### config.mk
export PLATFORM = sky130hd
export DESIGN_NAME = run_and_wait_task_queues_flat
export DESIGN_NICKNAME = d
export VERILOG_FILES = /design/src/sv/rawtq_pkg.sv /design/src/sv/rawtq_stream_if.sv /design/src/sv/run_and_wait_task_queues.sv /design/src/sv/rawtq_mem.sv /design/src/sv/rawtq_ctrl.sv /design/src/flat_wrapper.sv
export SDC_FILE = /design/constraint.sdc
export NUM_CORES = 1
export LEC_CHECK = 0
export ABC_AREA = 1
export BUFFER_PORTS_ARGS = -buffer_cell sky130_fd_sc_hd__buf_2
export CAP_MARGIN = 20
export CORE_MARGIN = 2
export CORE_UTILIZATION = 30
export CTS_BUF_LIST = sky130_fd_sc_hd__clkbuf_2
export DETAILED_ROUTE_END_ITERATION = 16
export HOLD_SLACK_MARGIN = 0.03
export PLACE_DENSITY = 0.45
export RECOVER_POWER = 50
export SLEW_MARGIN = 5
export SYNTH_ARGS = -nofsm -noshare
export SYNTH_HDL_FRONTEND = slang
export SYNTH_HIERARCHICAL = 1
export SYNTH_SLANG_ARGS = --single-unit
export TNS_END_PERCENT = 20
### constraint.sdc
create_clock -name clk -period 6.4 [get_ports clk]
set_clock_uncertainty 0.2 [all_clocks]
set_input_delay 0.32 -clock clk [delete_from_list [all_inputs] [get_ports clk]]
set_output_delay 0.32 -clock clk [all_outputs]
set_load 0.01 [all_outputs]
### src/sv/rawtq_pkg.sv
package rawtq_pkg;

	localparam int FUNC_W    = 3;
	localparam int TASK_ID_W = 16;
	localparam int COUNT_W   = 5;

	localparam logic [FUNC_W-1:0] FN_ADD_RUN     = 3'd0;
	localparam logic [FUNC_W-1:0] FN_ADD_WAIT    = 3'd1;
	localparam logic [FUNC_W-1:0] FN_REMOVE_RUN  = 3'd2;
	localparam logic [FUNC_W-1:0] FN_REMOVE_WAIT = 3'd3;
	localparam logic [FUNC_W-1:0] FN_WAIT_TO_RUN = 3'd4;
	localparam logic [FUNC_W-1:0] FN_RUN_TO_WAIT = 3'd5;

	// queue select bit, also the top bit of the memory address
	localparam logic Q_RUN  = 1'b0;
	localparam logic Q_WAIT = 1'b1;

	typedef struct packed {
		logic [FUNC_W-1:0]    func;
		logic [TASK_ID_W-1:0] task_id;
	} in_word_t;

	typedef struct packed {
		logic                 found;
		logic                 overflow;
		logic [TASK_ID_W-1:0] echo_id;
		logic [COUNT_W-1:0]   run_count;
		logic [COUNT_W-1:0]   wait_count;
	} out_word_t;

	typedef enum logic [2:0] {
		ST_IDLE,
		ST_SCAN_RD,
		ST_SCAN_CMP,
		ST_SHIFT_RD,
		ST_SHIFT_WR,
		ST_APPEND,
		ST_RESULT
	} rawtq_state_t;

endpackage

### src/sv/rawtq_stream_if.sv
interface rawtq_stream_if #(
	parameter type payload_t = logic [0:0]
) ();
	logic     valid;
	logic     ready;
	payload_t data;

	modport source(output valid, output data, input ready);
	modport sink(input valid, input data, output ready);
endinterface

### src/sv/run_and_wait_task_queues.sv
// An append goes from accept through its write to the result; a remove or move
// reads and compares each entry scanned, reads and writes each later entry to
// shift it down, and a move then appends. One word in flight; a word takes longer
// the fuller its queue, set by the one-read-port entry memory and the one shared
// id comparator, plus output stalls. Reset clears both fill counts, the sequencer
// and the output valid flag; the output data and the entry memory are not cleared.
module run_and_wait_task_queues #(
	parameter int QUEUE_DEPTH = 16,
	parameter int ID_BITS     = 16
) (
	input  logic           clk,
	input  logic           arst_n,
	rawtq_stream_if.sink   in_ch,
	rawtq_stream_if.source out_ch
);
	localparam int SW = (ID_BITS < 16) ? ID_BITS : 16;
	localparam int MW = $clog2(QUEUE_DEPTH) + 1;

	logic          mem_we;
	logic [MW-1:0] mem_waddr;
	logic [SW-1:0] mem_wdata;
	logic [MW-1:0] mem_raddr;
	logic [SW-1:0] mem_rdata;

	rawtq_ctrl #(
		.QUEUE_DEPTH(QUEUE_DEPTH),
		.ID_BITS    (ID_BITS)
	) u_ctrl (
		.clk      (clk),
		.arst_n   (arst_n),
		.in_ch    (in_ch),
		.out_ch   (out_ch),
		.mem_we   (mem_we),
		.mem_waddr(mem_waddr),
		.mem_wdata(mem_wdata),
		.mem_raddr(mem_raddr),
		.mem_rdata(mem_rdata)
	);

	// run queue in the lower half, wait queue in the upper half
	rawtq_mem #(
		.DEPTH(2 * (2 ** (MW - 1))),
		.WIDTH(SW)
	) u_mem (
		.clk  (clk),
		.we   (mem_we),
		.waddr(mem_waddr),
		.wdata(mem_wdata),
		.raddr(mem_raddr),
		.rdata(mem_rdata)
	);
endmodule

### src/sv/rawtq_mem.sv
module rawtq_mem #(
	parameter int DEPTH = 32,
	parameter int WIDTH = 16
) (
	input  logic                     clk,
	input  logic                     we,
	input  logic [$clog2(DEPTH)-1:0] waddr,
	input  logic [WIDTH-1:0]         wdata,
	input  logic [$clog2(DEPTH)-1:0] raddr,
	output logic [WIDTH-1:0]         rdata
);
	logic [WIDTH-1:0] mem [DEPTH];

	always_ff @(posedge clk) begin
		if (we) begin
			mem[waddr] <= wdata;
		end
		rdata <= mem[raddr];
	end
endmodule

### src/sv/rawtq_ctrl.sv
module rawtq_ctrl #(
	parameter int QUEUE_DEPTH = 16,
	parameter int ID_BITS     = 16
) (
	input  logic                                clk,
	input  logic                                arst_n,
	rawtq_stream_if.sink                        in_ch,
	rawtq_stream_if.source                      out_ch,
	output logic                                mem_we,
	output logic [$clog2(QUEUE_DEPTH):0]        mem_waddr,
	output logic [((ID_BITS < 16) ? ID_BITS : 16)-1:0] mem_wdata,
	output logic [$clog2(QUEUE_DEPTH):0]        mem_raddr,
	input  logic [((ID_BITS < 16) ? ID_BITS : 16)-1:0] mem_rdata
);
	import rawtq_pkg::*;

	localparam int SW = (ID_BITS < 16) ? ID_BITS : 16;
	localparam int AW = $clog2(QUEUE_DEPTH);
	localparam int CW = $clog2(QUEUE_DEPTH + 1);

	rawtq_state_t    state_q, state_d;
	logic [SW-1:0]   id_q;
	logic            src_q;
	logic            dst_q;
	logic            move_q;
	logic            found_q;
	logic            ovf_q;
	logic [CW-1:0]   idx_q;
	logic [CW-1:0]   fill_q [2];
	logic            out_valid_q;
	out_word_t       out_q;

	logic            in_src;
	logic            in_dst;
	logic [CW-1:0]   src_fill;
	logic [CW-1:0]   dst_fill;
	logic            dst_full;
	logic [CW-1:0]   idx_inc1;
	logic [CW-1:0]   idx_inc2;
	logic            hit;
	logic            more1;
	logic            more2;
	logic            out_free;
	rawtq_state_t    after_rm;

	assign in_src = (in_ch.data.func == FN_REMOVE_WAIT) || (in_ch.data.func == FN_WAIT_TO_RUN);
	assign in_dst = (in_ch.data.func == FN_ADD_WAIT) || (in_ch.data.func == FN_RUN_TO_WAIT);

	assign src_fill = fill_q[src_q];
	assign dst_fill = fill_q[dst_q];
	assign dst_full = (dst_fill == CW'(QUEUE_DEPTH));
	assign idx_inc1 = idx_q + CW'(1);
	assign idx_inc2 = idx_q + CW'(2);
	assign more1    = (idx_inc1 < src_fill);
	assign more2    = (idx_inc2 < src_fill);
	// the one comparator, reused for every entry of the scan
	assign hit      = (mem_rdata == id_q);
	assign out_free = !out_valid_q || out_ch.ready;
	assign after_rm = move_q ? ST_APPEND : ST_RESULT;

	always_comb begin
		state_d = state_q;
		unique case (state_q)
			ST_IDLE: begin
				if (in_ch.valid) begin
					case (in_ch.data.func) inside
						FN_ADD_RUN, FN_ADD_WAIT: state_d = ST_APPEND;
						FN_REMOVE_RUN, FN_REMOVE_WAIT, FN_WAIT_TO_RUN, FN_RUN_TO_WAIT: begin
							state_d = (fill_q[in_src] == '0) ? ST_RESULT : ST_SCAN_RD;
						end
						default: state_d = ST_RESULT;
					endcase
				end
			end
			ST_SCAN_RD:  state_d = ST_SCAN_CMP;
			ST_SCAN_CMP: begin
				if (hit) begin
					state_d = more1 ? ST_SHIFT_RD : after_rm;
				end else begin
					state_d = more1 ? ST_SCAN_RD : ST_RESULT;
				end
			end
			ST_SHIFT_RD: state_d = ST_SHIFT_WR;
			ST_SHIFT_WR: state_d = more2 ? ST_SHIFT_RD : after_rm;
			ST_APPEND:   state_d = ST_RESULT;
			ST_RESULT: begin
				if (out_free) begin
					state_d = ST_IDLE;
				end
			end
			default:     state_d = ST_IDLE;
		endcase
	end

	always_comb begin
		in_ch.ready = (state_q == ST_IDLE);
		mem_we      = 1'b0;
		mem_waddr   = {src_q, idx_q[AW-1:0]};
		mem_wdata   = mem_rdata;
		mem_raddr   = {src_q, idx_q[AW-1:0]};
		unique case (state_q)
			ST_SHIFT_RD: mem_raddr = {src_q, idx_inc1[AW-1:0]};
			ST_SHIFT_WR: mem_we = 1'b1;
			ST_APPEND: begin
				mem_we    = !dst_full;
				mem_waddr = {dst_q, dst_fill[AW-1:0]};
				mem_wdata = id_q;
			end
			default: ;
		endcase
	end

	assign out_ch.valid = out_valid_q;
	assign out_ch.data  = out_q;

	always_ff @(posedge clk or negedge arst_n) begin
		if (!arst_n) begin
			state_q     <= ST_IDLE;
			fill_q[0]   <= '0;
			fill_q[1]   <= '0;
			out_valid_q <= 1'b0;
		end else begin
			state_q <= state_d;
			if ((state_q == ST_RESULT) && out_free) begin
				out_valid_q <= 1'b1;
			end else if (out_ch.valid && out_ch.ready) begin
				out_valid_q <= 1'b0;
			end
			case (state_q)
				ST_IDLE: begin
					if (in_ch.valid) begin
						id_q    <= in_ch.data.task_id[SW-1:0];
						src_q   <= in_src;
						dst_q   <= in_dst;
						move_q  <= (in_ch.data.func == FN_WAIT_TO_RUN) ||
							(in_ch.data.func == FN_RUN_TO_WAIT);
						idx_q   <= '0;
						found_q <= 1'b0;
						ovf_q   <= 1'b0;
					end
				end
				ST_SCAN_CMP: begin
					if (hit) begin
						found_q <= 1'b1;
						if (!more1) begin
							fill_q[src_q] <= src_fill - CW'(1);
						end
					end else begin
						idx_q <= idx_inc1;
					end
				end
				ST_SHIFT_WR: begin
					idx_q <= idx_inc1;
					if (!more2) begin
						fill_q[src_q] <= src_fill - CW'(1);
					end
				end
				ST_APPEND: begin
					if (dst_full) begin
						ovf_q <= 1'b1;
					end else begin
						fill_q[dst_q] <= dst_fill + CW'(1);
					end
				end
				ST_RESULT: begin
					if (out_free) begin
						out_q.found      <= found_q;
						out_q.overflow   <= ovf_q;
						out_q.echo_id    <= TASK_ID_W'(id_q);
						out_q.run_count  <= COUNT_W'(fill_q[Q_RUN]);
						out_q.wait_count <= COUNT_W'(fill_q[Q_WAIT]);
					end
				end
				default: ;
			endcase
		end
	end
endmodule

### src/flat_wrapper.sv
// flat-port wrapper written by rule: the top's interface ports become plain ports
module run_and_wait_task_queues_flat import rawtq_pkg::*;
#(
	parameter int QUEUE_DEPTH = 16,
	parameter int ID_BITS     = 16
)
  (clk, arst_n, in_ch_valid, in_ch_data, in_ch_ready, out_ch_valid, out_ch_data, out_ch_ready);
  rawtq_stream_if #(.payload_t(in_word_t)) in_ch_i ();
  rawtq_stream_if #(.payload_t(out_word_t)) out_ch_i ();
  input  logic clk;
  input  logic arst_n;
  input wire logic [$bits(in_ch_i.valid)-1:0] in_ch_valid;
  input wire logic [$bits(in_ch_i.data)-1:0] in_ch_data;
  output wire logic [$bits(in_ch_i.ready)-1:0] in_ch_ready;
  output wire logic [$bits(out_ch_i.valid)-1:0] out_ch_valid;
  output wire logic [$bits(out_ch_i.data)-1:0] out_ch_data;
  input wire logic [$bits(out_ch_i.ready)-1:0] out_ch_ready;
  assign in_ch_i.valid = in_ch_valid;
  assign in_ch_i.data = in_ch_data;
  assign in_ch_ready = in_ch_i.ready;
  assign out_ch_valid = out_ch_i.valid;
  assign out_ch_data = out_ch_i.data;
  assign out_ch_i.ready = out_ch_ready;
  run_and_wait_task_queues #(.QUEUE_DEPTH(QUEUE_DEPTH), .ID_BITS(ID_BITS)) u_core (.clk(clk), .arst_n(arst_n), .in_ch(in_ch_i), .out_ch(out_ch_i));
endmodule
Word-level counts from Yosys, hierarchy flattened:

Memory sizes are Yosys's and may differ from the RTL's. A register that Yosys moved wholly into a read port is not among the register bits.
Cells that the tools add are included.

* bitwise operators: 3
* muxes and demuxes: 47
* $add $sub $neg: 4
* magnitude comparators: 7
* reductions and logical operators: 27
* equality and inequality tests: 21

Operators with widths (count)
* 5-bit two-way mux: 14
* 10-bit two-way mux: 4
* 10-bit one-hot mux with 3 select lines: 1
* 3-bit two-way mux: 9
* 3-bit one-hot mux with 7 select lines: 1
* 10-bit bitwise mux: 2
* 16-bit == test: 1
* 16-bit two-way mux: 1
* 2-bit != test, second input constant: 8
* 3-bit == test, second input constant: 5
* 5-bit one-hot mux with 3 select lines: 1
* 3-bit by 2-bit == test with 1-bit output, second input constant: 4
* 4-bit AND reduction: 3
* 5-bit by 1-bit adder with 5-bit output, second input constant: 2
* 5-bit demux with 1-bit select: 2
* 5-bit less-than comparator: 2
* 1-bit two-way mux: 7
* 3-bit by 1-bit == test with 1-bit output, second input constant: 2
* 2-bit >= comparator, second input constant: 3
* 3-bit logical NOT: 2
* 1-bit inverter with 2-bit output: 3
* 1-bit one-hot mux with 2 select lines: 3
* 3-bit AND reduction: 2
* 2-bit nonzero test: 3
* 15 further kinds: 24

* input bits: 23
* word-level logic and storage cells: 126
* bits in writable memories: 512
* bits in registers: 68
* memories kept: 1

Memories
* u_core.u_mem.mem: words 32, bits a word 16, rd ports 1, clocked after memory_dff 1, write ports 1, line rawtq_mem.sv:12 `logic [WIDTH-1:0] mem [DEPTH];`

Depth between registers and ports, before layout:

* word-level depth: 12
* gate-level depth with buffers: 16
* mapped depth without buffers: 15

Cells and area by module:

The synthesis kept the hierarchy.

Modules (own cells, without submodules)
* rawtq_mem: cells each 1794, times used 1, area an instance 21301.7 µm², seq. area each 15695.1 µm²
* rawtq_ctrl: cells each 474, times used 1, area an instance 3936.3 µm², seq. area each 1971.9 µm²

Worst setup path after synthesis:

OpenSTA, ideal clock, no wires.

* path kind: flip-flop to flip-flop
* start point: register u_core.u_ctrl.dst_q
* end point: memory u_core.u_mem.mem[31][0], enable pin
* required time: 5.812 ns
* cell stages (with the launch flop): 14
* arrival: 2.305 ns
* path slack: 3.507 ns
* period minus slack after synthesis: 2.893 ns
* path through: edfxtp_1 > buf_6 > inv_2 > nor2_1 > a21oi_2 > inv_1 > ha_1 > inv_1 > nor2_1 > nand2_1 > nand2_2 > nand2_1 > nand3_1 > nor2_1

* longest elaborated chain between the ends: 9
* elaborated cells on any way between the ends: 10
* classes of those cells: 1 x eq/ne; 7 x mux; 1 x bitwise; 1 x reduce/logical

Ends and longest elaborated chain
* from (decl): line rawtq_ctrl.sv:24 `logic dst_q;`
* from (signal assigned): line rawtq_ctrl.sv:134 `dst_q <= in_dst;`
* 1-bit inverter with 2-bit output (implied by the code): line rawtq_ctrl.sv:50 `assign dst_fill = fill_q[dst_q];`
* 5-bit two-way mux (implied by the code) (3 in series): line rawtq_ctrl.sv:50
* 5-bit == test: line rawtq_ctrl.sv:51 `assign dst_full = (dst_fill == CW'(QUEUE_DEPTH));`
* 1-bit logical NOT: line rawtq_ctrl.sv:105 `mem_we = !dst_full;`
* 1-bit one-hot mux with 2 select lines: line rawtq_ctrl.sv:101 `unique case (state_q)`
* via u_core.mem_we: line run_and_wait_task_queues.sv:19 `logic mem_we;`
* 1-bit two-way mux: line rawtq_mem.sv:15 `if (we) begin`
* 1-bit two-way mux (implied by the code): line rawtq_mem.sv:16 `mem[waddr] <= wdata;`
* to (decl): line rawtq_mem.sv:12

The timed path passes the listed nets, and every way through them passes these cells. The select of a mux whose other input is x is not followed.

Worst setup path after layout:

* start point: register u_core.u_ctrl.state_q[2]
* end point: register u_core.u_mem.rdata[13], read port of u_core.u_mem.mem

* longest elaborated chain between the ends: 2

Ends and longest elaborated chain
* from (decl): line rawtq_ctrl.sv:21 `rawtq_state_t state_q, state_d;`
* from (signal assigned): line rawtq_ctrl.sv:123 `state_q <= state_d;`
* 3-bit by 2-bit == test with 1-bit output: line rawtq_ctrl.sv:101
* 4-bit two-way mux: line rawtq_ctrl.sv:101
* via u_core.mem_raddr[0]: line run_and_wait_task_queues.sv:22 `logic [MW-1:0] mem_raddr;`
* to (decl): line rawtq_mem.sv:10 `output logic [WIDTH-1:0] rdata`

The timed path passes the listed nets, and every way through them passes these cells.
A chain may end at the register's enable or synchronous reset.

==> impl_results.md <==
- Pwr dens: 471 nW/um^2
- IR drop worst, VDD: 0.360 mV
- Final Core Density: 0.344
- Post-Syn Instances: 2,268
- LEAKAGE: 11.1 nW
- Largest net degree at the start of global routing: 185
- Inserted Clock Buffers: 156
- WP buf/inv: 3
- Setup TNS: 0 ps
- Ys Warns: 6
- Netlist cell types: 37
- Synth Flop Type: edfxtp_1
- H-Tree Level Count: 4
- Global placer's final weighted congestion: 0.814
- Crit-path cells: inv_2 > nand3_1 > xor2_4 > buf_4 > buf_12 > nand2_1 > nand3_1 > nand3_1 > nand2_1 > nand2_1 > nand2_1 > nand2_1 > nand2_1
- Row count: 106
- Vias: 17,500
- Vias in the first global route: 17,400
- Synthesized flop and latch total: 596
- Sequential fraction of the synthesis area: 0.700
- Status: complete, but fails checks
- Post-Synth XOR/XNOR Area: 0.00347
- Mux contribution to synthesized area: 0
- CP peak stage delay: 700 ps
- Metal2 WL: 33.7 mm
- Most common cell on crit path: nand2_1
- Critical Path End Type: flip-flop
- Placeable Area: 83,400 um^2
- Hold Violations, Final: 0
- HPWL Detailed: 40.7 mm
- Die area: 86,500 um^2
- Die Y: 294 um
- DRT iter0 DRCs: 1,492
- Syn avg cell area: 11.1 um^2
- Root buf cell: clkbuf_2
- Startpoint Class: flip-flop
- P&R area growth vs syn: 13.6%
- Die W: 294 um
- Share of layout cells above drive strength 1: 0.140
- M1 wire length: 33.8 mm
- Final wirelength: 73.7 mm
- Final setup fails: 0
- Final nets: 2,532
- DR WL/cell: 20.0 um
- Design Area, Final: 28,700 um^2
- Hold Crit Class: flip-flop to flip-flop
- Ys async rst share: 0.0235
- DR top layer: met4
- Syn_nets: 2,303
- Crit-path max FO: 184
- Main combinational cell family by area after synthesis: simple AND/OR/NAND/NOR gates
- ANT nets after route: 0
- DR pass1 iterations: 5
- Required time of the critical path: 7440 ps
- CTS resizes: 0
- Data arrival time of the worst path: 5230 ps
- Initial Util: 0.303
- CP Class: flip-flop to flip-flop
- Final Max Tran Viols: 450
- Period utilization: 0.654
- Cell Area, Synth: 25,200 um^2
- Min cycle time layout: 4190 ps
- Initial antenna violation count: 2
- Max-slew headroom: -0.878
- Worst-Margin Slew: 2790 ps
- Mean number of vias per cell: 4.74
- Area after DPL: 26,700 um^2
- Synth Area in Simple Gates: 0.231
- Grt total ovfl: 0
- Io pins: 53
- First-pass GRT wire length: 110 mm
- Synth Area in Compound Gates: 0.0135
- Failing checks: max-capacitance violations, max-slew violations
- Met3 wire length: 4.61 mm
- GRT Total Usage: 0.172
- Setup repair after global routing missed its margin: false
- Fmax: 239 MHz
- Worst path slowest cell: buf_4
- Clk pin slew, worst setup/hold paths: 100 ps
- Clock buffer depth: 3
- EDFF count, synth: 566
- Delay-heaviest family, CP: simple AND/OR/NAND/NOR gates
- Synth Area in Adders: 0.00595
- CTS tree: built
- # DRC: 0
- Clk Latency, worst-skew pair: 1370 ps
- Clock tree sinks: 596
- IO buf count: 52
- Max-cap check violation count: 16
-- cell families (layout without fill, tap and decap cells) --
logic type	after synthesis	count (layout)
other cells	0	1
simple gates	1380	1380
buf+inv	210	550
xor+xnor	10	10
fa+ha+maj	12	12
compound gates	60	60
flops	596	596
-- repair_timing --
| item | CTS | global route |
|---|---|---|
| endpoints found under the hold margin | 91 | 0 |
| buffers inserted | 0 | 0 |
| hold buffers | 68 | 0 |
| setup endpoints to repair | 0 | 0 |
-- per-layer routing --
metal | GRT usage | up-vias
li1 | - | 8321
met1 | 0.234 | 8501
met2 | 0.272 | 541
met3 | 0.0358 | 116
met4 | 0.0562 | 0
met5 | 0 | -
-- state kept, by name, summed over array words and instances, names as in the netlist, 3 cells and up --
signal                     cells
u_core/u_ctrl/out_ch.data     28
u_core/u_mem/mem             512
u_core/u_ctrl/state_q          3
u_core/u_ctrl/fill_q          10
u_core/u_ctrl/idx_q            5
u_core/u_ctrl/id_q            16
u_core/u_mem/rdata            16
-- power by group --
group / total (mW) / switching [mW] / leakage [nW] / internal, mW
combinational: 5.45 / 4.12 / 4.54 / 1.32
clock: 2.73 / 1.60 / 1.09 / 1.13
sequential: 5.33 / 0.157 / 5.46 / 5.17
-- synthesized netlist by cell type, types with 7 or more instances --
library cell,instances,share of area
nand2_1,875,0.13
edfxtp_1,566,0.67
nand3_1,422,0.084
inv_1,80,0.012
nor2_1,64,0.0095
buf_2,37,0.0073
buf_4,30,0.0089
buf_6,26,0.012
o21ai_1,22,0.0044
clkbuf_1,19,0.0028
o21ai_0,19,0.0038
dfxtp_1,16,0.013
dfrtp_1,14,0.014
ha_1,12,0.0059
inv_2,12,0.0018
xor2_1,7,0.0024
-- area by class of cell --
cell class	instances	area (um^2)
Timing Repair Buffer	187	1400
Multi-Input combinational cell	1462	6440
Inverter	94	364
Clock inverter	41	318
Clock buffer	228	1140
Antenna cell	1	2.50
Fill cell	8480	54700
Tap cell	1080	1350
Sequential cell	596	17700
-- per-stage QoR --
stage          setup WS, ps  hold WS (ps)  cells  total power, mW
2_1_floorplan          3510          -176   2268             8.96
3_3_place_gp           2330          63.0   3349             10.8
3_5_place_dp           2300          73.9   3349             10.9
4_1_cts                2280           158   3686             13.7
5_1_grt                1970           253   3689             14.5
6_report               2210           229   3689             13.5
-- final timing paths --
path | cells after the start | slack [ps] | from | end
worst max-delay path | 13 | 2210 | u_core/u_ctrl/state_q[2]$_DFFE_PN0P_ | u_core/u_mem/rdata[13]$_DFF_P_
worst min-delay path | 0 | 230 | u_core/u_ctrl/ovf_q$_DFFE_PP_ | u_core/u_ctrl/out_ch.data[26]$_DFFE_PP_
worst max register to register | 13 | 2210 | u_core/u_ctrl/state_q[2]$_DFFE_PN0P_ | u_core/u_mem/rdata[13]$_DFF_P_
worst min register to register | 0 | 230 | u_core/u_ctrl/ovf_q$_DFFE_PP_ | u_core/u_ctrl/out_ch.data[26]$_DFFE_PP_
max in group asynchronous | 4 | 4920 | arst_n | u_core/u_ctrl/fill_q[5]$_DFFE_PN0P_
min in group asynchronous | 4 | 540 | arst_n | u_core/u_ctrl/fill_q[7]$_DFFE_PN0P_
-- worst register-to-register path, cell delays in order, from the launching register on --
cell,delay (ps)
dfrtp_1,430
inv_2,110
nand3_1,430
xor2_4,380
buf_4,700
buf_12,600
nand2_1,530
nand3_1,140
nand3_1,180
nand2_1,180
nand2_1,60
nand2_1,70
nand2_1,70
nand2_1,100
-- cells in the final DEF (no fill, tap or decap), types with 23 or more instances in the layout --
cell             n
clkinv_1        23
dlygate4sd3_1   68
nor2_1          63
edfxtp_1       566
buf_4           48
inv_1           82
clkbuf_1        37
buf_2           31
o21ai_0         29
nand3_1        422
clkbuf_2       228
nand2_1        875
Power figures use the tool's default switching activity.
